[src/hdl/rpdp_pkg.sv]
// types and constants for the row pair dot product block
// used by every module of the block
package rpdp_pkg;

  localparam int MAX_A_ROWS = 8;
  localparam int MAX_B_ROWS = 8;
  localparam int MAX_COLS   = 64;
  localparam int ROW_W      = 3;
  localparam int COL_W      = 6;
  localparam int VAL_W      = 16;
  localparam int PROD_W     = 32;
  localparam int ACC_W      = 40;
  localparam int DRAIN_CYC  = MAX_B_ROWS + 4;

  typedef enum logic [1:0] {
    CMD_LOAD_A = 2'd0,
    CMD_LOAD_B = 2'd1,
    CMD_LOAD_BIAS = 2'd2,
    CMD_COMPUTE = 2'd3
  } cmd_t;

  typedef enum logic [1:0] {
    REG_A_ROWS = 2'd0,
    REG_B_ROWS = 2'd1,
    REG_COLS = 2'd2,
    REG_BIAS_MODE = 2'd3
  } reg_idx_t;

  typedef enum logic [1:0] {
    BIAS_NONE = 2'd0,
    BIAS_A_ROW = 2'd1,
    BIAS_B_ROW = 2'd2,
    BIAS_UNUSED = 2'd3
  } bias_mode_t;

  typedef enum logic [2:0] {
    ST_IDLE,
    ST_CLEAR,
    ST_FEED,
    ST_DRAIN,
    ST_OUT
  } state_t;

  typedef struct packed {
    logic [1:0]              command;
    logic [ROW_W-1:0]        row;
    logic [COL_W-1:0]        col;
    logic signed [VAL_W-1:0] value;
  } in_t;

  typedef struct packed {
    logic [ROW_W-1:0]        out_row;
    logic [ROW_W-1:0]        out_col;
    logic signed [ACC_W-1:0] out_value;
    logic                    last;
  } out_t;

  // element handed from cell to cell
  typedef struct packed {
    logic                    v;
    logic [COL_W-1:0]        k;
    logic signed [VAL_W-1:0] a;
  } link_t;

  typedef struct packed {
    logic                    en;
    logic [COL_W-1:0]        col;
    logic signed [VAL_W-1:0] val;
  } wr_t;

  typedef struct packed {
    logic clr;
    logic cap;
    logic shift;
  } cell_ctl_t;

endpackage

[src/hdl/rpdp_cell.sv]
// one cell of the chain: holds one B row, accumulates its dot product
// depends on rpdp_pkg
module rpdp_cell import rpdp_pkg::*; (
  input  logic                    clk,
  input  logic                    rst_n,
  input  wr_t                     wr,
  input  cell_ctl_t               ctl,
  input  link_t                   link_i,
  output link_t                   link_o,
  input  logic signed [ACC_W-1:0] res_i,
  output logic signed [ACC_W-1:0] res_o
);

  logic signed [VAL_W-1:0]  b_mem [MAX_COLS];
  logic signed [VAL_W-1:0]  b_rd_r;
  logic signed [VAL_W-1:0]  a_d_r;
  logic                     v1_r, v2_r;
  logic signed [PROD_W-1:0] prod_r;
  logic signed [ACC_W-1:0]  acc_r, res_r;
  link_t                    link_r;

  always_ff @(posedge clk) begin
    if (wr.en) begin
      b_mem[wr.col] <= wr.val;
    end
    b_rd_r <= b_mem[link_i.k];
    a_d_r  <= link_i.a;
    prod_r <= a_d_r * b_rd_r;
  end

  always_ff @(posedge clk) begin
    if (!rst_n) begin
      v1_r   <= 1'b0;
      v2_r   <= 1'b0;
      link_r <= '0;
    end else begin
      v1_r   <= link_i.v;
      v2_r   <= v1_r;
      link_r <= link_i;
    end
  end

  always_ff @(posedge clk) begin
    if (ctl.clr) begin
      acc_r <= '0;
    end else if (v2_r) begin
      acc_r <= acc_r + ACC_W'(prod_r);
    end
    if (ctl.cap) begin
      res_r <= acc_r;
    end else if (ctl.shift) begin
      res_r <= res_i;
    end
  end

  assign link_o = link_r;
  assign res_o  = res_r;

endmodule

[config.mk]
export PLATFORM = sky130hd
export DESIGN_NAME = rpdp_cell
export DESIGN_NICKNAME = d
export VERILOG_FILES = /design/src/hdl/rpdp_pkg.sv /design/src/hdl/rpdp_cell.sv
export SDC_FILE = /design/constraint.sdc
export NUM_CORES = 2
export LEC_CHECK = 0
export ABC_AREA = 1
export ABC_CLOCK_PERIOD_IN_PS = 5100
export BUFFER_PORTS_ARGS = -buffer_cell sky130_fd_sc_hd__buf_4
export CAP_MARGIN = 20
export CORE_ASPECT_RATIO = 1.1
export CORE_UTILIZATION = 57
export DETAILED_ROUTE_END_ITERATION = 8
export GPL_ROUTABILITY_DRIVEN = 0
export PLACE_DENSITY = 0.76
export SETUP_SLACK_MARGIN = 0.2
export SLEW_MARGIN = 0
export SYNTH_ARGS = -nofsm -noshare
export SYNTH_HDL_FRONTEND = slang
export SYNTH_SLANG_ARGS = --single-unit
[constraint.sdc]
create_clock -name clk -period 5.1 [get_ports clk]
set_clock_uncertainty 0.1 [all_clocks]
set_input_delay 1.02 -clock clk [delete_from_list [all_inputs] [get_ports clk]]
set_output_delay 1.02 -clock clk [all_outputs]
set_load 0.02 [all_outputs]
== Yosys cells after proc, flatten, opt, wreduce, memory -nomap -nowiden ==
Memories as Yosys holds them, arrays and structs flattened. A register that Yosys moved wholly into a read port is not among the register bits.
Cells that the tools add are included.

* Add/subtract/negate cells: 1
* $mul: 1
* Div/mod/pow operators: 0
* Order comparisons: 0
* Equality and inequality tests: 0
* Shifts and indexed selects: 0
* Muxes and demuxes: 4
* Bitwise gates (word level): 0
* Reductions and logical operators: 1

{| class="wikitable"
|+ Operators by type and width
! operator !! count
|-
| 40-bit 2-to-1 mux || 2
|-
| 40-bit by 32-bit adder with 40-bit output || 1
|-
| 16-bit by 16-bit multiplier with 32-bit output || 1
|-
| 1-bit 2-to-1 mux || 2
|-
| 2-bit nonzero test || 1
|}

* Register bits: 152
* Bits in latches: 0
* RAM bits: 1,024
* Memory bits (read-only): 0
* Bits of input ports: 91
* Output and inout bits: 63
* Logic and storage cells: 16
* Memories: 1

{| class="wikitable"
|+ Memories
! name !! words !! width !! rd ports !! clocked after Yosys merged registers in !! wr ports !! line !! source
|-
| b_mem || 64 || 16 || 1 || 1 || 1 || rpdp_cell.sv:14 || <nowiki>logic signed [VAL_W-1:0] b_mem [MAX_COLS];</nowiki>
|}

== Logic depth before layout (Yosys ltp) ==
* Word-level depth: 2
* Depth in mapped cells: 24
* Depth with buffers taken out: 22

== Least setup slack after synthesis ==
No wires, ideal clock.

* Path type: register to register
* Start: register a_d_r[15]
* End: register prod_r[29]
* Setup time: 0.072 ns
* Data arrival time: 5.401 ns
* Required time: 4.928 ns
* Slack: -0.473 ns
* Cell stages (with the launch flop): 19
* Path buffers: 1
* Period minus slack after synthesis: 5.573 ns
* Path through: dfxtp_1 clkbuf_1 nand2_1 inv_1 fa_1 fa_1 inv_1 fa_1 fa_1 fa_1 fa_1 inv_1 ha_1 nand2_1 nor2_1 nand2_1 or2_2 nand3_1 xor2_1

* Cells in the longest elaborated chain, start to end: 1

{| class="wikitable"
|+ Ends and longest elaborated chain
! item !! line !! source
|-
| from (decl) || rpdp_cell.sv:16 || <nowiki>logic signed [VAL_W-1:0] a_d_r;</nowiki>
|-
| from (signal assigned) || rpdp_cell.sv:27 || <nowiki>a_d_r <= link_i.a;</nowiki>
|-
| 16-bit by 16-bit multiplier with 32-bit output || rpdp_cell.sv:28 || <nowiki>prod_r <= a_d_r * b_rd_r;</nowiki>
|-
| to (signal assigned) || rpdp_cell.sv:28 ||
|-
| to (decl) || rpdp_cell.sv:18 || <nowiki>logic signed [PROD_W-1:0] prod_r;</nowiki>
|}

No other way between the ends.
A chain may end at the register's enable or synchronous reset.

== Worst setup path in the final report ==
* Start: register a_d_r[7]
* End: register prod_r[28]

The elaborated chain is that of the path after synthesis.

==> impl_results.md <==
- Die area: roughly 0.10 mm^2
- 1st-iter DRT viols: 5,003
- Cells after Synth: ~5,500
- Placeable Area: just over 0.1 mm^2
- Area grow syn2layout: 15.5%
- Final WS setup: -0.296 ns
- Initial Utilization: between 50% and 60%
- Rel. slew slack: 33.9%
- Final-report hold violation count: 0
- Row count: 123
- Clock sink total: between 1,000 and 1,500
- Gr ovfl total: 0
- Hold WC Path Type: in2reg
- Die W: 308 um
- Status: finished with violations
- Top cells by count, synth: edfxtp_1, nand2_1, nor2_1
- Vias: 42,500
- Die H: around 340 um
- Post-Syn Nets: approximately 6,000
- Final nets: 6,236
- Delay-heaviest family, CP: adder cells
- Detailed placer's ending HPWL: about 96,000 um
- Ys async rst share: 0%
- Sequential area share after synthesis: 58.7%
- Top FF cell, synth: edfxtp_1
- Slowest CP cell: fa_2
- Worst Path Buf+Inv: 8
- Crit path max fanout: 6
- RSZ-0062 raised after global routing: true
- Slew Limit Fails: 0
- CP Depth: 23
- Layout Utilization: about two thirds
- CTS tree: built
- Crit path cell chain: buf_12, nand2_2, inv_1, fa_1, inv_2, fa_2, fa_2, inv_2, fa_1, fa_1, inv_1, fa_1, inv_2, ha_4, a21o_1, buf_4, nand2_1, nand2_2, a31oi_4, buf_4, or2_4, nand4_1, nand2_1
- Vias in the first global route: 42,800
- Pin count of the biggest net entering global routing: around 230
- Ports: 154
- Root Buffer: clkbuf_16
- Port bufs: approximately 150
- Initial antenna violation count: 9
- Clock Path Buffers: 3
- H-tree depth: 3
- Max Clock Freq: ~190 MHz
- Layout cells sized above 1: around 15%
- DRC Markers: 0
- Fin crit period: about 5.4 ns
- Largest stage delay, worst path: approximately 0.57 ns
- CP startpoint kind: register
- Worst-margin pin slew: 0.991 ns
- Most frequent cell after synthesis: edfxtp_1
- CP endpoint kind: register
- Final WL: 157,000 um
- Mapped Area: about 0.059 mm^2
- Failing checks: negative setup slack
- Maximum capacitance violations: 0
- Post-synth EDFFs: ~1,100
- Hold Path Depth: 1
- CTS buffer count: 114
- Reg2reg path depth: 23
- Yosys Warn Count: 0
- Synth area leader: edfxtp_1
- CP Class: reg2reg
- DRT Pass-1 Iters: 6
- WL/cell: about 22 um
- Worst Path Arrival: 5.88 ns
- First-pass GRT wire length: 239,000 um
- Ranking of synthesized cells by area: edfxtp_1, fa_1, o21ai_0
- #FFs+latches synth: between 1,000 and 1,500
- Worst path required time: around 5.6 ns
- Synth top area share: a little over half
- Crit share post-route: 106%
- Final setup viols: 19
- Tot GR Track Use: 30.0%
- Mean post-synth cell area: roughly 11 um^2
- Worst-Skew Late Latency: around 0.7 ns
- Library cells used by synthesis: just over 40
- Most used cell, CP: fa_1
- Vias per inst: approximately 6
- CTS clk-pin slew, worst paths: 0.06 ns
- Filler Cell Count: ~7,400
- Antenna Nets Post-Route: 0
## per-stage QoR
| stage | hold slack, ns | area [um^2] | setup TNS [ns] | setup WS [ns] | instances |
|---|---|---|---|---|---|
| 3_3_place_gp | 0.323 | 62900 | -4.52 | -0.359 | 6984 |
| 2_1_floorplan | 0.315 | 59500 | 0 | 0.00439 | 5499 |
| 4_1_cts | 0.286 | 67200 | -2.28 | -0.233 | 7213 |
| 6_report | 0.315 | 67900 | -3.16 | -0.296 | 7238 |
| 5_1_grt | 0.290 | 67900 | -6.13 | -0.444 | 7234 |
| 3_5_place_dp | 0.331 | 62900 | -6.07 | -0.420 | 6984 |
## placed cells by master (no fill, tap or decap), types with 30 or more instances in the layout
cell type / instances
a21oi_1: 146
buf_4: 388
buf_6: 37
clkbuf_16: 117
dfxtp_1: 102
edfxtp_1: 1064
fa_1: 242
ha_1: 93
inv_1: 595
inv_2: 42
nand2_1: 753
nand3_1: 80
nor2_1: 738
o21ai_0: 636
o21ai_1: 87
o22ai_1: 249
xor2_1: 30
## routing by layer
layer  share of wire (%)  global-route usage (%)  vias to the layer above
met4                 5.2                    16.0                        6
li1                    -                       -                    19100
met3                 9.1                    4.71                      456
met5               0.025                       0                        -
met1                  36                    36.9                    20700
met2                  50                    51.0                     2293
## area by class of cell
class	count	area, um^2	share of cell area, %
flip-flops and latches	1192	34600	50.9
repair buffers	452	3870	5.70
diodes	5	12.5	0.0184
multi-input cells	3356	21700	31.9
clock inverters	60	479	0.706
clock buffers	153	3100	4.56
well taps	1375	1720	2.53
inverters	645	2450	3.61
## registers in the layout (all words and copies together), names as in the netlist
signal,flops
link_o,23
b_rd_r,16
prod_r,32
acc_r,40
b_mem,1024
a_d_r,16
v2_r,1
res_o,40
## cell families after synthesis
logic type	share of synthesized area [%]
adders and majority gates	11.5
and+or+nand+nor	11.4
buffers and inverters	6.56
xor gates and xnor gates	0.775
DFF	58.7
AOI/OAI and AO/OA	11.1
## worst paths after layout
kind                                   end  slack, ns        from
worst max-delay path            prod_r[28]      -0.30    a_d_r[7]
worst max register to register  prod_r[28]      -0.30    a_d_r[7]
worst min register to register        v2_r       0.34  link_o[22]
worst min-delay path              a_d_r[5]       0.31   link_i[5]
## what timing repair did
item / 4_1_cts / 5_1_grt
resized for setup: 193 / 129
setup endpoints to repair: 24 / 24
pin swaps: 84 / 79
endpoints found under the hold margin: 0 / 0
cloned: 0 / 1
buffers inserted: 16 / 18
hold buffers: 0 / 0
## worst reg2reg max path: stages, from the launching register on
cell and delay (ns):
dfxtp_4 0.37, buf_12 0.14, nand2_2 0.06, inv_1 0.04
fa_1 0.49, inv_2 0.05, fa_2 0.47, fa_2 0.57
inv_2 0.05, fa_1 0.46, fa_1 0.49, inv_1 0.06
fa_1 0.51, inv_2 0.05, ha_4 0.28, a21o_1 0.20
buf_4 0.14, nand2_1 0.05, nand2_2 0.07, a31oi_4 0.09
buf_4 0.15, or2_4 0.22, nand4_1 0.09, nand2_1 0.07
Power is not shown: default switching activity piles up to over one toggle a cycle in this logic, so the estimate is an artifact.
